[config.mk]
export PLATFORM = sky130hd
export DESIGN_NAME = joystick_axis_conditioner_top
export DESIGN_NICKNAME = d
export VERILOG_FILES = /design/src/design/jac_pkg.sv /design/src/design/jac_window.sv /design/src/design/jac_scale.sv /design/src/design/jac_serializer.sv /design/src/design/joystick_axis_conditioner_top.sv
export VERILOG_INCLUDE_DIRS = /design/src /design/src/design
export SDC_FILE = /design/constraint.sdc
export NUM_CORES = 1
export LEC_CHECK = 0
export ABC_AREA = 1
export BUFFER_PORTS_ARGS = -buffer_cell sky130_fd_sc_hd__buf_2
export CORE_AREA = 3 3 181 183
export DETAILED_ROUTE_END_ITERATION = 7
export DIE_AREA = 0 0 184 186
export GPL_ROUTABILITY_DRIVEN = 0
export HOLD_SLACK_MARGIN = 0.02
export PLACE_DENSITY = 0.66
export RECOVER_POWER = 50
export SYNTH_ARGS = -nofsm -noshare
export SYNTH_HDL_FRONTEND = slang
export SYNTH_SLANG_ARGS = --single-unit
[constraint.sdc]
create_clock -name clk_i -period 11.01 [get_ports clk_i]
set_input_delay 1.101 -clock clk_i [delete_from_list [all_inputs] [get_ports clk_i]]
set_output_delay 1.101 -clock clk_i [all_outputs]
set_load 0.03 [all_outputs]
[src/design/assert_macros.svh]
// Assertion macros shared by the joystick axis conditioner RTL.
// Standalone header; no dependencies.
`ifndef ASSERT_MACROS_SVH
`define ASSERT_MACROS_SVH

// Clocked assertion, disabled while the active-low reset is asserted.
`define JAC_ASSERT(label, clk, rstn, prop, msg) \
  label: assert property (@(posedge clk) disable iff (!rstn) prop) else $error(msg);

// Implication form: antecedent holds, consequent must hold in the following cycle.
`define JAC_ASSERT_NEXT(label, clk, rstn, ante, cons, msg) \
  label: assert property (@(posedge clk) disable iff (!rstn) (ante) |=> (cons)) \
    else $error(msg);

`endif

[src/design/jac_pkg.sv]
// Shared constants, types and register codes of the joystick axis conditioner.
// No dependencies.
package jac_pkg;

  localparam int unsigned WINDOW_LENGTH = 5;
  localparam int unsigned AXIS_COUNT    = 2;

  localparam int unsigned SAMPLE_W   = 12;
  localparam int unsigned CENTER_W   = 12;
  localparam int unsigned DEAD_W     = 9;
  localparam int unsigned BYTE_W     = 8;
  localparam int unsigned VALUE_W    = 16;
  localparam int unsigned CFG_DATA_W = 12;
  localparam int unsigned CFG_IDX_W  = 1;

  // Window sum and index widths
  localparam int unsigned SUM_MAX = WINDOW_LENGTH * ((1 << SAMPLE_W) - 1);
  localparam int unsigned SUM_W   = $clog2(SUM_MAX + 1);
  localparam int unsigned POS_W   = (WINDOW_LENGTH > 1) ? $clog2(WINDOW_LENGTH) : 1;
  localparam int unsigned AX_W    = (AXIS_COUNT > 1) ? $clog2(AXIS_COUNT) : 1;

  // Floor division by the window length as a reciprocal multiply.
  // The extra four shift bits cover window lengths up to 16 exactly.
  localparam int unsigned DIV_SHIFT = SUM_W + 4;
  localparam int unsigned RECIP     = ((1 << DIV_SHIFT) + WINDOW_LENGTH - 1) / WINDOW_LENGTH;
  localparam int unsigned RECIP_W   = DIV_SHIFT + 1;
  localparam int unsigned PROD_W    = SUM_W + RECIP_W;

  // Scaling: divide by 8 toward zero
  localparam int unsigned SCALE_SHIFT = 3;
  localparam int unsigned SCALE_ROUND = (1 << SCALE_SHIFT) - 1;
  localparam int unsigned SCALED_W    = SAMPLE_W + 1 - SCALE_SHIFT;

  localparam logic [CENTER_W-1:0] CENTER_RESET = CENTER_W'(2048);
  localparam logic [DEAD_W-1:0]   DEAD_RESET   = DEAD_W'(80);
  localparam logic [BYTE_W-1:0]   END_MARK     = 8'hFF;

  typedef enum logic [CFG_IDX_W-1:0] {
    REG_CENTER = 1'b0,
    REG_DEAD   = 1'b1
  } cfg_reg_e;

  // Beat from the window stage to the scaling stage
  typedef struct packed {
    logic             axis;
    logic [SUM_W-1:0] sum;
  } sum_beat_t;

  // Beat from the scaling stage to the packet serializer
  typedef struct packed {
    logic               axis;
    logic [VALUE_W-1:0] value;
  } pkt_beat_t;

endpackage

[src/design/jac_window.sv]
// Per-axis circular sample window and running sum, with the first stage register.
// Depends on jac_pkg.
module jac_window
  import jac_pkg::*;
(
  input  logic                clk_i,
  input  logic                rst_ni,
  input  logic                in_valid_i,
  output logic                in_ready_o,
  input  logic                axis_i,
  input  logic [SAMPLE_W-1:0] sample_i,
  output logic                sum_valid_o,
  input  logic                sum_ready_i,
  output sum_beat_t           sum_beat_o
);

  logic [SAMPLE_W-1:0] win_q [AXIS_COUNT][WINDOW_LENGTH];
  logic [POS_W-1:0]    pos_q [AXIS_COUNT];
  logic [SUM_W-1:0]    sum_q [AXIS_COUNT];
  logic                sum_valid_q, sum_valid_d;
  sum_beat_t           sum_beat_q;

  logic                accept, ax_ok, store;
  logic [AX_W-1:0]     ax_idx;
  logic [POS_W-1:0]    pos_cur, pos_nxt;
  logic [SAMPLE_W-1:0] oldest;
  logic [SUM_W-1:0]    new_sum;

  assign in_ready_o = !sum_valid_q || sum_ready_i;
  assign accept     = in_valid_i && in_ready_o;
  assign ax_ok      = (32'(axis_i) < AXIS_COUNT);
  assign store      = accept && ax_ok;
  assign ax_idx     = AX_W'(axis_i);

  // Oldest entry, new sum and next write position
  always_comb begin
    pos_cur = pos_q[ax_idx];
    if (32'(pos_cur) >= WINDOW_LENGTH) begin
      pos_cur = '0;
    end
    oldest  = win_q[ax_idx][pos_cur];
    new_sum = SUM_W'(sum_q[ax_idx] - SUM_W'(oldest) + SUM_W'(sample_i));
    if (32'(pos_cur) == WINDOW_LENGTH - 1) begin
      pos_nxt = '0;
    end else begin
      pos_nxt = POS_W'(pos_cur + 1'b1);
    end
  end

  // Stage valid: set on a stored beat, cleared when taken
  always_comb begin
    sum_valid_d = sum_valid_q;
    if (store) begin
      sum_valid_d = 1'b1;
    end else if (sum_ready_i) begin
      sum_valid_d = 1'b0;
    end
  end

  // Window state
  always_ff @(posedge clk_i or negedge rst_ni) begin
    if (!rst_ni) begin
      for (int a = 0; a < AXIS_COUNT; a++) begin
        pos_q[a] <= '0;
        sum_q[a] <= '0;
        for (int e = 0; e < WINDOW_LENGTH; e++) begin
          win_q[a][e] <= '0;
        end
      end
      sum_valid_q <= 1'b0;
    end else begin
      sum_valid_q <= sum_valid_d;
      if (store) begin
        win_q[ax_idx][pos_cur] <= sample_i;
        pos_q[ax_idx]          <= pos_nxt;
        sum_q[ax_idx]          <= new_sum;
      end
    end
  end

  // Payload register, no reset
  always_ff @(posedge clk_i) begin
    if (store) begin
      sum_beat_q.axis <= axis_i;
      sum_beat_q.sum  <= new_sum;
    end
  end

  assign sum_valid_o = sum_valid_q;
  assign sum_beat_o  = sum_beat_q;

endmodule

[src/design/jac_scale.sv]
// Average, centering, scaling and dead zone, with the packet value register.
// Depends on jac_pkg.
module jac_scale
  import jac_pkg::*;
(
  input  logic                clk_i,
  input  logic                rst_ni,
  input  logic                sum_valid_i,
  output logic                sum_ready_o,
  input  sum_beat_t           sum_beat_i,
  input  logic [CENTER_W-1:0] center_i,
  input  logic [DEAD_W-1:0]   dead_i,
  output logic                pkt_valid_o,
  input  logic                pkt_ready_i,
  output pkt_beat_t           pkt_beat_o
);

  logic                      pkt_valid_q, pkt_valid_d;
  pkt_beat_t                 pkt_beat_q;
  logic                      take;
  logic [PROD_W-1:0]         prod;
  logic [SAMPLE_W-1:0]       avg;
  logic signed [SAMPLE_W:0]  diff, adj;
  logic signed [SCALED_W-1:0] scaled;
  logic signed [SCALED_W:0]  q_x, dz_x;
  logic                      in_zone;
  logic [VALUE_W-1:0]        value;

  assign sum_ready_o = !pkt_valid_q || pkt_ready_i;
  assign take        = sum_valid_i && sum_ready_o;

  // Floor divide by the window length
  assign prod = PROD_W'(sum_beat_i.sum) * PROD_W'(RECIP);
  assign avg  = prod[DIV_SHIFT +: SAMPLE_W];

  // Center, divide by 8 toward zero, apply the dead zone
  always_comb begin
    diff = $signed({1'b0, avg}) - $signed({1'b0, center_i});
    if (diff[SAMPLE_W]) begin
      adj = diff + $signed((SAMPLE_W + 1)'(SCALE_ROUND));
    end else begin
      adj = diff;
    end
    scaled  = adj[SAMPLE_W:SCALE_SHIFT];
    q_x     = {scaled[SCALED_W-1], scaled};
    dz_x    = $signed((SCALED_W + 1)'(dead_i));
    in_zone = (q_x < dz_x) && (q_x > -dz_x);
    if (in_zone) begin
      value = '0;
    end else begin
      value = {{(VALUE_W - SCALED_W){scaled[SCALED_W-1]}}, scaled};
    end
  end

  always_comb begin
    pkt_valid_d = pkt_valid_q;
    if (take) begin
      pkt_valid_d = 1'b1;
    end else if (pkt_ready_i) begin
      pkt_valid_d = 1'b0;
    end
  end

  always_ff @(posedge clk_i or negedge rst_ni) begin
    if (!rst_ni) begin
      pkt_valid_q <= 1'b0;
    end else begin
      pkt_valid_q <= pkt_valid_d;
    end
  end

  always_ff @(posedge clk_i) begin
    if (take) begin
      pkt_beat_q.axis  <= sum_beat_i.axis;
      pkt_beat_q.value <= value;
    end
  end

  assign pkt_valid_o = pkt_valid_q;
  assign pkt_beat_o  = pkt_beat_q;

endmodule

[src/design/jac_serializer.sv]
// Four-byte packet serializer: axis, low byte, high byte, end mark.
// Depends on jac_pkg.
module jac_serializer
  import jac_pkg::*;
(
  input  logic              clk_i,
  input  logic              rst_ni,
  input  logic              pkt_valid_i,
  output logic              pkt_ready_o,
  input  pkt_beat_t         pkt_beat_i,
  output logic              out_valid_o,
  input  logic              out_ready_i,
  output logic [BYTE_W-1:0] packet_byte_o,
  output logic              last_byte_o
);

  typedef enum logic [1:0] {
    BYTE_AXIS = 2'd0,
    BYTE_LOW  = 2'd1,
    BYTE_HIGH = 2'd2,
    BYTE_END  = 2'd3
  } byte_sel_e;

  logic      ser_valid_q, ser_valid_d;
  byte_sel_e sel_q, sel_d;
  pkt_beat_t ser_beat_q;
  logic      load, beat_out;

  assign beat_out    = ser_valid_q && out_ready_i;
  assign load        = !ser_valid_q || (beat_out && (sel_q == BYTE_END));
  assign pkt_ready_o = load;

  // Byte pointer and holding valid
  always_comb begin
    ser_valid_d = ser_valid_q;
    sel_d       = sel_q;
    if (load) begin
      ser_valid_d = pkt_valid_i;
      sel_d       = BYTE_AXIS;
    end else if (beat_out) begin
      unique case (sel_q)
        BYTE_AXIS: sel_d = BYTE_LOW;
        BYTE_LOW:  sel_d = BYTE_HIGH;
        BYTE_HIGH: sel_d = BYTE_END;
        default:   sel_d = BYTE_AXIS;
      endcase
    end
  end

  always_ff @(posedge clk_i or negedge rst_ni) begin
    if (!rst_ni) begin
      ser_valid_q <= 1'b0;
      sel_q       <= BYTE_AXIS;
    end else begin
      ser_valid_q <= ser_valid_d;
      sel_q       <= sel_d;
    end
  end

  always_ff @(posedge clk_i) begin
    if (load && pkt_valid_i) begin
      ser_beat_q <= pkt_beat_i;
    end
  end

  // Output byte select
  always_comb begin
    unique case (sel_q)
      BYTE_AXIS: packet_byte_o = BYTE_W'(ser_beat_q.axis);
      BYTE_LOW:  packet_byte_o = ser_beat_q.value[BYTE_W-1:0];
      BYTE_HIGH: packet_byte_o = ser_beat_q.value[2*BYTE_W-1:BYTE_W];
      default:   packet_byte_o = END_MARK;
    endcase
  end

  assign out_valid_o = ser_valid_q;
  assign last_byte_o = (sel_q == BYTE_END);

endmodule

[src/design/joystick_axis_conditioner_top.sv]
// Top level of the joystick axis conditioner: config registers and the stage chain.
// Depends on jac_pkg, jac_window, jac_scale, jac_serializer and assert_macros.svh.
//
//   channel   direction  handshake                 payload
//   input     in         in_valid_i / in_ready_o   axis_i, sample_i
//   output    out        out_valid_o / out_ready_i packet_byte_o, last_byte_o
//   config    in         cfg_we_i                  cfg_index_i, cfg_data_i
//
// Each sample yields four output beats, one per cycle while out_ready_i is high, so the
// sustained sample rate is set by the single-byte output port.
// An input beat is registered in the window, scale and serializer stages in turn before its first output beat.
// Reset clears the windows, running sums and write positions at once; no clearing pass.
// Output stalls back up through the serializer, scale and window stages in turn.
`include "assert_macros.svh"

module joystick_axis_conditioner_top
  import jac_pkg::*;
(
  input  logic                  clk_i,
  input  logic                  rst_ni,
  input  logic                  in_valid_i,
  output logic                  in_ready_o,
  input  logic                  axis_i,
  input  logic [SAMPLE_W-1:0]   sample_i,
  output logic                  out_valid_o,
  input  logic                  out_ready_i,
  output logic [BYTE_W-1:0]     packet_byte_o,
  output logic                  last_byte_o,
  input  logic                  cfg_we_i,
  input  logic [CFG_IDX_W-1:0]  cfg_index_i,
  input  logic [CFG_DATA_W-1:0] cfg_data_i
);

  logic [CENTER_W-1:0] center_q;
  logic [DEAD_W-1:0]   dead_q;

  logic      sum_valid, sum_ready;
  sum_beat_t sum_beat;
  logic      pkt_valid, pkt_ready;
  pkt_beat_t pkt_beat;

  // Configuration registers
  always_ff @(posedge clk_i or negedge rst_ni) begin
    if (!rst_ni) begin
      center_q <= CENTER_RESET;
      dead_q   <= DEAD_RESET;
    end else if (cfg_we_i) begin
      unique case (cfg_index_i)
        REG_CENTER: center_q <= cfg_data_i[CENTER_W-1:0];
        REG_DEAD:   dead_q   <= cfg_data_i[DEAD_W-1:0];
        default:    ;
      endcase
    end
  end

  jac_window u_window (
    .clk_i       (clk_i),
    .rst_ni      (rst_ni),
    .in_valid_i  (in_valid_i),
    .in_ready_o  (in_ready_o),
    .axis_i      (axis_i),
    .sample_i    (sample_i),
    .sum_valid_o (sum_valid),
    .sum_ready_i (sum_ready),
    .sum_beat_o  (sum_beat)
  );

  jac_scale u_scale (
    .clk_i       (clk_i),
    .rst_ni      (rst_ni),
    .sum_valid_i (sum_valid),
    .sum_ready_o (sum_ready),
    .sum_beat_i  (sum_beat),
    .center_i    (center_q),
    .dead_i      (dead_q),
    .pkt_valid_o (pkt_valid),
    .pkt_ready_i (pkt_ready),
    .pkt_beat_o  (pkt_beat)
  );

  jac_serializer u_serializer (
    .clk_i         (clk_i),
    .rst_ni        (rst_ni),
    .pkt_valid_i   (pkt_valid),
    .pkt_ready_o   (pkt_ready),
    .pkt_beat_i    (pkt_beat),
    .out_valid_o   (out_valid_o),
    .out_ready_i   (out_ready_i),
    .packet_byte_o (packet_byte_o),
    .last_byte_o   (last_byte_o)
  );

  // A packet, once started, continues without gaps
  `JAC_ASSERT_NEXT(a_pkt_no_gap, clk_i, rst_ni, out_valid_o && out_ready_i && !last_byte_o, out_valid_o, "packet broken mid-stream")

  // Input backpressure only comes from a full window stage
  `JAC_ASSERT(a_ready_cause, clk_i, rst_ni, !in_ready_o |-> (sum_valid && !sum_ready), "input stalled without a held beat")

  // A stalled scale-stage beat keeps its value
  `JAC_ASSERT_NEXT(a_pkt_hold, clk_i, rst_ni, pkt_valid && !pkt_ready, pkt_valid && $stable(pkt_beat), "stalled packet beat changed")

  // The axis byte that opens a burst after idle names an axis that exists
  `JAC_ASSERT(a_axis_byte, clk_i, rst_ni, (out_valid_o && $rose(out_valid_o)) |-> (32'(packet_byte_o) < AXIS_COUNT), "first byte is not an axis")

endmodule
==> flow_summary.json, run 1 <==
{
  "worstSetupPathType": "register to register",
  "clock-sinks": 220,
  "track_usage_pct": 21.63,
  "yosysSeqAreaShare_pct": 36.52,
  "utilization_pct": 53.86,
  "rows": 65,
  "place_hpwl_mm": 26.82,
  "antenna_found_initial": 0,
  "final_nets": 2171,
  "cts_hold_buf": 0,
  "htreeDepth": 1,
  "synth_edf_count": 38,
  "grt_first_pass_wirelength_mm": 60.20,
  "avgViaCountPerCell": 5.243,
  "ys_types": 49,
  "synth_ff_type": "dfrtp_1",
  "grt_max_degree": 106,
  "rsz0062_at_grt": "no",
  "synth-seq-cells": 220,
  "grt_pass1_vias": 12050,
  "finalSetupViolCount": 0,
  "met1_usage_pct": 29.18,
  "slew_headroom_pct": -286.5,
  "drt_iter0_markers": 900,
  "synthesis.area_um2": 15600,
  "cts_root_buf": "clkbuf_16",
  "cts_setup_buffers": 0,
  "die_w_um": 184,
  "cp_common_cell": "inv_1",
  "synth_common_cells": "553 x nand2_1, 260 x inv_1, 179 x dfrtp_1",
  "finClkSkew_ns": 0.02612,
  "synth_nets": 2161,
  "grt_remaining_overflow": 0,
  "layout-drive-gt1-share_pct": 6.591,
  "holdWs_ns": 0.4180,
  "critPathArrivalTime_ns": 8.85,
  "synth.avg_cell_area_um2": 8.226,
  "worstSetupEndpointType": "register",
  "max_freq_mhz": 116.6,
  "io_pins": 42,
  "n_antenna_cell": 0,
  "clock_latency_ns": 0.56,
  "synth_area_leaders": "dfrtp_1 29%, nand2_1 13%, ha_1 13%",
  "slowest_stage": "fa_1",
  "post-synth-top-count-cell": "nand2_1",
  "areaGrowthSynthToFinish_pct": 8.355,
  "busiest_layer": "met2",
  "synth_area_leader_cell": "dfrtp_1",
  "violations": "capacitance limit, slew limit",
  "async_reset_ff_share_pct": 82.73,
  "rr_startpoint": "u_window.sum_beat_o[9]",
  "period_needed_ns": 8.580,
  "cap_violations": 2,
  "hold_violations": 0,
  "die-area_um2": 34220,
  "drc": 0,
  "worstSetupStartpointType": "register",
  "io_buffers": 41,
  "yosysWarnings": 0,
  "gr-usage-met2_pct": 36.98,
  "period_share_pct": 77.93,
  "hold_path.class": "register to register",
  "syn-instance-count": 1897,
  "fill_cells": 2929,
  "cp.required_ns": 11.28,
  "cp_max_fo": 10,
  "netlist.area_leader.share_pct": 28.70,
  "gr-usage-met3_pct": 3.068,
  "critPathLaunch": "u_window.sum_beat_o[9]",
  "cts.clk_slew.worst_paths_ns": 0.06,
  "dr_total_vias": 12210,
  "wl_per_cell_um": 15.57,
  "cts_made_buffers": 26,
  "die_h_um": 186,
  "drtPass1Iterations": 5,
  "setup_tns_ns": 0,
  "ant_nets": 0,
  "start_util_pct": 49.71,
  "core_um2": 31390,
  "outcome": "finished with violations",
  "routed_wl_mm": 36.26,
  "cts_tree": "built",
  "clk_path_buf_depth": 3,
  "hp-start": "u_window.sum_beat_o[15]",
  "worst_pin_slew_ns": 5.798,
  "cp_slowest_stage_delay_ns": 0.53,
  "ctsResizeCount": 0,
  "slew_viol_final": 165
}
logic make-up after synthesis:
logic type / share of synthesized area (%)
buf+inv: 8.299
fa+ha+maj: 22.15
flops: 36.52
mux: 0.1924
simple gates: 18.59
compound gates: 12.23
xor+xnor: 2.021
sequential cells by signal (all words and copies together) (netlist names):
| register | count |
|---|---|
| u_serializer.sel_q | 2 |
| u_window.sum_valid_o | 1 |
| u_window.pos_q | 6 |
| u_scale.pkt_valid_o | 1 |
| center_q | 12 |
| u_serializer.out_valid_o | 1 |
| u_window.sum_q | 30 |
| u_window.sum_beat_o | 16 |
| dead_q | 9 |
| u_scale.pkt_beat_o | 11 |
| u_serializer.ser_beat_q | 11 |
| u_window.win_q | 120 |
layout by cell type (no fill, tap or decap), types with 3 or more instances in the layout:
cell         n
nor2_4       4
a211oi_1    12
edfxtp_1    38
ha_1       161
a21oi_1    117
inv_2       12
clkbuf_1     7
dfstp_2      3
nor2_1      58
o21ai_1     63
dfrtp_1    179
o211ai_1     4
mux2i_1      3
nand3b_1     3
inv_1      260
xor2_1      22
nor3_1      11
nand2_1    554
xnor2_1     14
clkbuf_16   27
buf_2       37
o21bai_1     3
fa_1        72
clkinv_2     9
nand3_1     41
buf_4        4
a31oi_1      3
o21ai_0    141
nand2_2      6
a21boi_0     3
or2_2        3
nor2_2       5
nand4_1     16
cell type report:
type                       instances  area [µm²]  share of cell area [%]
timing repair buffer              45       230.2                   1.362
inverter                         272        1021                   6.038
tap                              402       503.0                   2.975
sequential                       220        5699                   33.71
clock inverter                    17       150.1                  0.8880
clock buffer                      31       700.7                   4.144
multi-input combinational       1342        8605                   50.89
stage by stage:
stage	instance area (µm²)	setup slack (ns)	std cells
after floorplan	15610	3.270	1897
after global placement	16080	2.694	2281
after detailed placement	16080	2.449	2281
after CTS	16930	2.417	2329
after global routing	16910	1.823	2329
final	16910	2.430	2329
metal layers:
| metal | vias up | wire [µm] |
|---|---|---|
| met5 | - | 0 |
| met4 | 0 | 959 |
| met3 | 59 | 1428 |
| met1 | 5763 | 16610 |
| li1 | 6135 | - |
| met2 | 253 | 17260 |
critical path: cells and delay by family, from the launching register on:
kind	cells	cell delay (ns)
flops	1	0.48
compound gates	8	1.50
simple gates	13	1.76
fa+ha+maj	9	3.90
xor+xnor	1	0.15
buf+inv	8	0.48
final timing paths:
check,to,slack [ns],depth (start not counted)
setup / recovery,u_scale.pkt_beat_o[5],2.43,39
hold / removal,u_scale.pkt_beat_o[16],0.42,0
setup reg to reg,u_scale.pkt_beat_o[5],2.43,39
hold reg to reg,u_scale.pkt_beat_o[16],0.42,0
max in group asynchronous,dead_q[2],5.04,1
min in group asynchronous,u_window.sum_q[11],2.68,1
Power of run 1 is not shown: default switching activity piles up to over one toggle a cycle in this logic, so the estimate is an artifact.
==> run 2, diff against run 1 <==
--- a/config.mk
+++ b/config.mk
@@ -6,14 +6,14 @@
 export SDC_FILE = /design/constraint.sdc
 export NUM_CORES = 1
 export LEC_CHECK = 0
-export ABC_AREA = 1
+export ABC_AREA = 0
 export BUFFER_PORTS_ARGS = -buffer_cell sky130_fd_sc_hd__buf_2
-export CORE_AREA = 3 3 181 183
+export CORE_AREA = 3 3 179 181
 export DETAILED_ROUTE_END_ITERATION = 7
-export DIE_AREA = 0 0 184 186
+export DIE_AREA = 0 0 182 184
 export GPL_ROUTABILITY_DRIVEN = 0
 export HOLD_SLACK_MARGIN = 0.02
-export PLACE_DENSITY = 0.66
+export PLACE_DENSITY = 0.68
 export RECOVER_POWER = 50
 export SYNTH_ARGS = -nofsm -noshare
 export SYNTH_HDL_FRONTEND = slang
==> constraint.sdc (replaced) <==
create_clock -name clk_i -period 7.28 [get_ports clk_i]
set_input_delay 0.728 -clock clk_i [delete_from_list [all_inputs] [get_ports clk_i]]
set_output_delay 0.728 -clock clk_i [all_outputs]
set_load 0.03 [all_outputs]
==> run 2 against run 1 <==
Net effect: the flow finishes with violations (capacitance limit, slew limit, setup timing); largest cell class unchanged; utilization up 5.5 points; final area increased by 7.4%; cell count fell by 11%; clock-buffer cell count rose by 3; first-iteration DRC count decreased by 35%; synthesized area down 2.7%; fmax rose by 1.5%.
==> flow_summary.json, run 2 <==
{
  "outcome": "finished with violations",
  "violations": "capacitance limit, slew limit, setup timing",
  "io_pins": 42,
  "wl_per_cell_um": 17.50,
  "finalSetupViolCount": 10,
  "layout.area.seq_um2": 5699,
  "met1_usage_pct": 28.22,
  "setup_ws_ns": -1.170,
  "cp_slowest_stage_delay_ns": 0.56,
  "grt_first_pass_wirelength_mm": 58.92,
  "die_h_um": 184,
  "slew_viol_final": 133,
  "largest_reg_flops": 120,
  "synth.avg_cell_area_um2": 10.19,
  "cts.clk_slew.worst_paths_ns": 0.07,
  "ant_nets": 0,
  "gr-usage-met2_pct": 37.90,
  "hp-start": "cfg_data_i[9]",
  "critPathArrivalTime_ns": 8.73,
  "clk_path_buf_depth": 3,
  "utilization_pct": 59.37,
  "multi_input_area_um2": 9140,
  "synth_ff_type": "dfrtp_1",
  "yosysWarnings": 0,
  "finClkSkew_ns": 0.01216,
  "track_usage_pct": 21.58,
  "worstSetupStartpointType": "register",
  "cp_common_cell": "fa_2",
  "min_to": "center_q[9]",
  "grt_pass1_vias": 11550,
  "syn-instance-count": 1489,
  "hold_violations": 0,
  "cp.required_ns": 7.56,
  "drt_iter0_markers": 584,
  "slowest_stage": "fa_2",
  "top_register": "u_window.win_q",
  "avgViaCountPerCell": 5.409,
  "holdPathStages": 3,
  "rrSetupSlack_ns": -1.17,
  "cts_root_buf": "clkbuf_16",
  "netlist.area_leader.share_pct": 29.51,
  "reg2reg_depth": 35,
  "yosysSeqAreaShare_pct": 37.55,
  "final_nets": 1912,
  "fill_cells": 2564,
  "rr_startpoint": "u_window.sum_beat_o[10]",
  "die_w_um": 182,
  "rsz0062_at_grt": "yes",
  "worstSetupPathType": "register to register",
  "mostFrequentLayoutCells": "179 x dfrtp_1, 175 x inv_1, 171 x nand2_1",
  "dr_total_vias": 11160,
  "htreeDepth": 1,
  "io_buffers": 41,
  "synthesis.area_um2": 15180,
  "rows": 64,
  "synth_edf_count": 38,
  "drc": 0,
  "synth_area_leader_cell": "dfrtp_1",
  "place_hpwl_mm": 26.29,
  "core_um2": 30590,
  "areaGrowthSynthToFinish_pct": 19.64,
  "dp_cells": 1997,
  "synth-seq-cells": 220,
  "slew_headroom_pct": -282.8,
  "stdcell_count": 2063,
  "cts_made_buffers": 25,
  "cts_tree": "built",
  "clock_latency_ns": 0.54,
  "n_antenna_cell": 0,
  "layout-drive-gt1-share_pct": 24.66,
  "ys_types": 78,
  "busiest_layer": "met2",
  "gr-usage-met3_pct": 3.324,
  "worst_pin_slew_ns": 5.742,
  "drtPass1Iterations": 5,
  "setup_tns_ns": -11.37,
  "hold_path.class": "primary input to register",
  "period_share_pct": 116.1,
  "grt_remaining_overflow": 0,
  "start_util_pct": 49.62,
  "synth_nets": 1753,
  "synth_common_cells": "186 x inv_1, 179 x dfrtp_1, 173 x nand2_1",
  "async_reset_ff_share_pct": 82.73,
  "final_common_cell": "dfrtp_1",
  "grt_max_degree": 104,
  "post-synth-top-count-cell": "inv_1",
  "cp_max_fo": 8,
  "synth_area_leaders": "dfrtp_1 30%, ha_1 13%, fa_1 9.5%",
  "worstSetupEndpointType": "register",
  "cts_hold_buf": 0,
  "die-area_um2": 33490,
  "routed_wl_mm": 36.10,
  "reg2reg_to": "u_scale.pkt_beat_o[4]",
  "max_freq_mhz": 118.3,
  "cap_violations": 2,
  "period_needed_ns": 8.450,
  "antenna_found_initial": 0,
  "clock-sinks": 220
}
[run 2: through the flow]
stage               hold WS, ns  area [µm²]  setup WS, ns
global route             0.4056       18160        -1.604
floorplan                0.4003       15290       -0.9664
CTS                      0.3477       17840        -1.232
finish                   0.3948       18160        -1.170
global placement         0.4058       16730        -1.210
detailed placement       0.4098       16730        -1.412
[run 2: cell type report]
type | instances | area share [%]
well taps | 396 | 2.728
inverters | 186 | 3.844
clock buffers | 34 | 3.741
repair buffers | 187 | 7.144
clock inverters | 12 | 0.8336
flip-flops and latches | 220 | 31.38
multi-input cells | 1028 | 50.33
[run 2: worst max-delay path, delay by kind of cell, from the launching register on]
family	cells	cell delay, ns
adder cells (fa/ha/maj)	9	3.71
AND/OR/NAND/NOR	6	0.88
flip-flops	1	0.48
XOR/XNOR	2	0.38
AO/OA/AOI/OAI	14	2.39
buffers and inverters	4	0.34
[run 2: per-layer routing]
layer | up-vias | routed length (µm)
met2 | 218 | 18000
met3 | 60 | 1470
met1 | 5495 | 15790
li1 | 5386 | -
met4 | 0 | 839
met5 | - | 0
[run 2: worst max path at each step]
stage	startpoint	to	slack [ns]	cells past startpoint
2_1_floorplan	u_window.sum_beat_o[10]	u_scale.pkt_beat_o[8]	-0.97	39
3_3_place_gp	u_window.sum_beat_o[7]	u_scale.pkt_beat_o[4]	-1.21	36
3_5_place_dp	u_window.sum_beat_o[7]	u_scale.pkt_beat_o[4]	-1.41	36
4_1_cts	u_window.sum_beat_o[10]	u_scale.pkt_beat_o[8]	-1.23	35
5_1_grt	u_window.sum_beat_o[1]	u_scale.pkt_beat_o[4]	-1.60	39
6_report	u_window.sum_beat_o[10]	u_scale.pkt_beat_o[4]	-1.17	35
[run 2: timing repair]
action,4_1_cts,5_1_grt
pin swaps,28,57
hold endpoints to repair,0,0
buffers inserted,11,9
endpoints found under the setup margin,10,10
gates resized for setup,38,58
cloned,0,0
[run 2: cells by family after synthesis]
kind of cell | Yosys count | share of synthesized area, %
flops | 220 | 37.55
fa+ha+maj | 233 | 22.77
xor+xnor | 49 | 2.877
compound gates | 289 | 11.90
simple gates | 338 | 10.42
mux | 119 | 8.391
buf+inv | 241 | 6.100
Power of run 2 is left out for the same reason.
==> run 3, diff against run 2 <==
--- a/config.mk
+++ b/config.mk
@@ -14,7 +14,7 @@
 export GPL_ROUTABILITY_DRIVEN = 0
 export HOLD_SLACK_MARGIN = 0.02
 export PLACE_DENSITY = 0.68
-export RECOVER_POWER = 50
+export RECOVER_POWER = 25
 export SYNTH_ARGS = -nofsm -noshare
 export SYNTH_HDL_FRONTEND = slang
 export SYNTH_SLANG_ARGS = --single-unit
==> run 3 against run 2 <==
Net effect: the run still ends with capacitance limit, slew limit, setup timing left; clock-buffer cell count stayed put; global-route usage stayed put; via count is 0.46% higher; fmax hardly changed; final area hardly changed; worst setup slack worse by 0.0070 ns; utilization hardly changed; highest routed layer unchanged; non-clock buffer count stayed put; sequential share of layout area hardly changed; die area stayed put.
==> flow_summary.json, run 3 (synthesis results as in run 2) <==
{
  "outcome": "finished with violations",
  "violations": "capacitance limit, slew limit, setup timing",
  "clock-sinks": 220,
  "place_hpwl_mm": 26.29,
  "layout-drive-gt1-share_pct": 24.84,
  "pre_cts_slack_ns": -1.412,
  "rrSetupSlack_ns": -1.18,
  "hp-start": "cfg_data_i[9]",
  "grt_remaining_overflow": 0,
  "cp_common_cell": "fa_2",
  "wl_per_cell_um": 17.51,
  "mostFrequentLayoutCells": "179 x dfrtp_1, 175 x inv_1, 171 x nand2_1",
  "cap_violations": 1,
  "slew_headroom_pct": -284.4,
  "die-area_um2": 33490,
  "slowest_stage": "fa_2",
  "cts.clk_slew.worst_paths_ns": 0.07,
  "slew_viol_final": 104,
  "track_usage_pct": 21.58,
  "grt_first_pass_wirelength_mm": 58.92,
  "clk_path_buf_depth": 3,
  "setup_ws_ns": -1.178,
  "cts_made_buffers": 25,
  "setup_tns_ns": -11.44,
  "areaGrowthSynthToFinish_pct": 19.70,
  "cts_tree": "built",
  "dr_total_vias": 11210,
  "top_register": "u_window.win_q",
  "rows": 64,
  "grt_max_degree": 104,
  "cp_slowest_stage_delay_ns": 0.56,
  "max_freq_mhz": 118.2,
  "largest_reg_flops": 120,
  "htreeDepth": 1,
  "holdPathStages": 3,
  "io_buffers": 41,
  "rr_startpoint": "u_window.sum_beat_o[10]",
  "core_um2": 30590,
  "die_h_um": 184,
  "reg2reg_to": "u_scale.pkt_beat_o[4]",
  "cp_max_fo": 8,
  "utilization_pct": 59.40,
  "reg2reg_depth": 35,
  "routed_wl_mm": 36.13,
  "period_needed_ns": 8.458,
  "drc": 0,
  "ant_nets": 0,
  "drt_iter0_markers": 607,
  "cp.required_ns": 7.56,
  "worstSetupStartpointType": "register",
  "final_common_cell": "dfrtp_1",
  "worstSetupPathType": "register to register",
  "start_util_pct": 49.62,
  "min_to": "center_q[9]",
  "finClkSkew_ns": 0.01230,
  "worstSetupEndpointType": "register",
  "io_pins": 42,
  "hold_violations": 0,
  "clock_latency_ns": 0.54,
  "critPathArrivalTime_ns": 8.74,
  "period_share_pct": 116.2,
  "avgViaCountPerCell": 5.434,
  "n_antenna_cell": 0,
  "finalSetupViolCount": 10,
  "antenna_found_initial": 0,
  "cts_hold_buf": 0,
  "hold_path.class": "primary input to register",
  "grt_pass1_vias": 11550,
  "final_nets": 1912,
  "drtPass1Iterations": 5,
  "worst_pin_slew_ns": 5.767,
  "rsz0062_at_grt": "yes",
  "holdWs_ns": 0.3952,
  "die_w_um": 182,
  "cts_root_buf": "clkbuf_16"
}
==> run 3: worst max-delay path by stage <==
stage / start / end / slack, ns / cells past startpoint
final: u_window.sum_beat_o[10] / u_scale.pkt_beat_o[4] / -1.18 / 35
after global routing: u_window.sum_beat_o[1] / u_scale.pkt_beat_o[4] / -1.60 / 39
after CTS: u_window.sum_beat_o[10] / u_scale.pkt_beat_o[8] / -1.23 / 35
after detailed placement: u_window.sum_beat_o[7] / u_scale.pkt_beat_o[4] / -1.41 / 36
after global placement: u_window.sum_beat_o[7] / u_scale.pkt_beat_o[4] / -1.21 / 36
after floorplan: u_window.sum_beat_o[10] / u_scale.pkt_beat_o[8] / -0.97 / 39
==> run 3: stage by stage <==
stage,area [µm²],cells
after floorplan,15290,1489
after global placement,16730,1997
after detailed placement,16730,1997
after CTS,17840,2054
after global routing,18170,2063
final,18170,2063
==> run 3: routing by layer <==
| layer | wire (µm) | vias to the layer above | global-route usage (%) | share of wire, % |
|---|---|---|---|---|
| met1 | 15790 | 5544 | 28.22 | 44 |
| met4 | 801 | 0 | 5.210 | 2.2 |
| met5 | 0 | - | 0 | 0 |
| met3 | 1495 | 59 | 3.324 | 4.1 |
| met2 | 18050 | 218 | 37.90 | 50 |
| li1 | - | 5389 | - | - |
==> run 3: cell type report <==
cell class / instances / area [µm²]
Sequential cell: 220 / 5699
Tap cell: 396 / 495.5
Clock inverter: 12 / 151.4
Fill cell: 2563 / 12420
Timing Repair Buffer: 187 / 1306
Multi-Input combinational cell: 1028 / 9140
Inverter: 186 / 698.2
Clock buffer: 34 / 679.4
==> run 3: what timing repair did <==
item | CTS | global route
setup endpoints to repair | 10 | 10
gates resized for setup | 38 | 58
pin swaps | 28 | 57
buffers inserted | 11 | 9
endpoints found under the hold margin | 0 | 0
==> run 3: critical path, delay by kind of cell (launching register included) <==
kind / cells / cell delay, ns
adders and majority gates: 9 / 3.71
AOI/OAI and AO/OA: 14 / 2.40
and+or+nand+nor: 6 / 0.88
DFF: 1 / 0.48
xor gates and xnor gates: 2 / 0.38
buffers and inverters: 4 / 0.34
Power of run 3 is left out for the same reason.
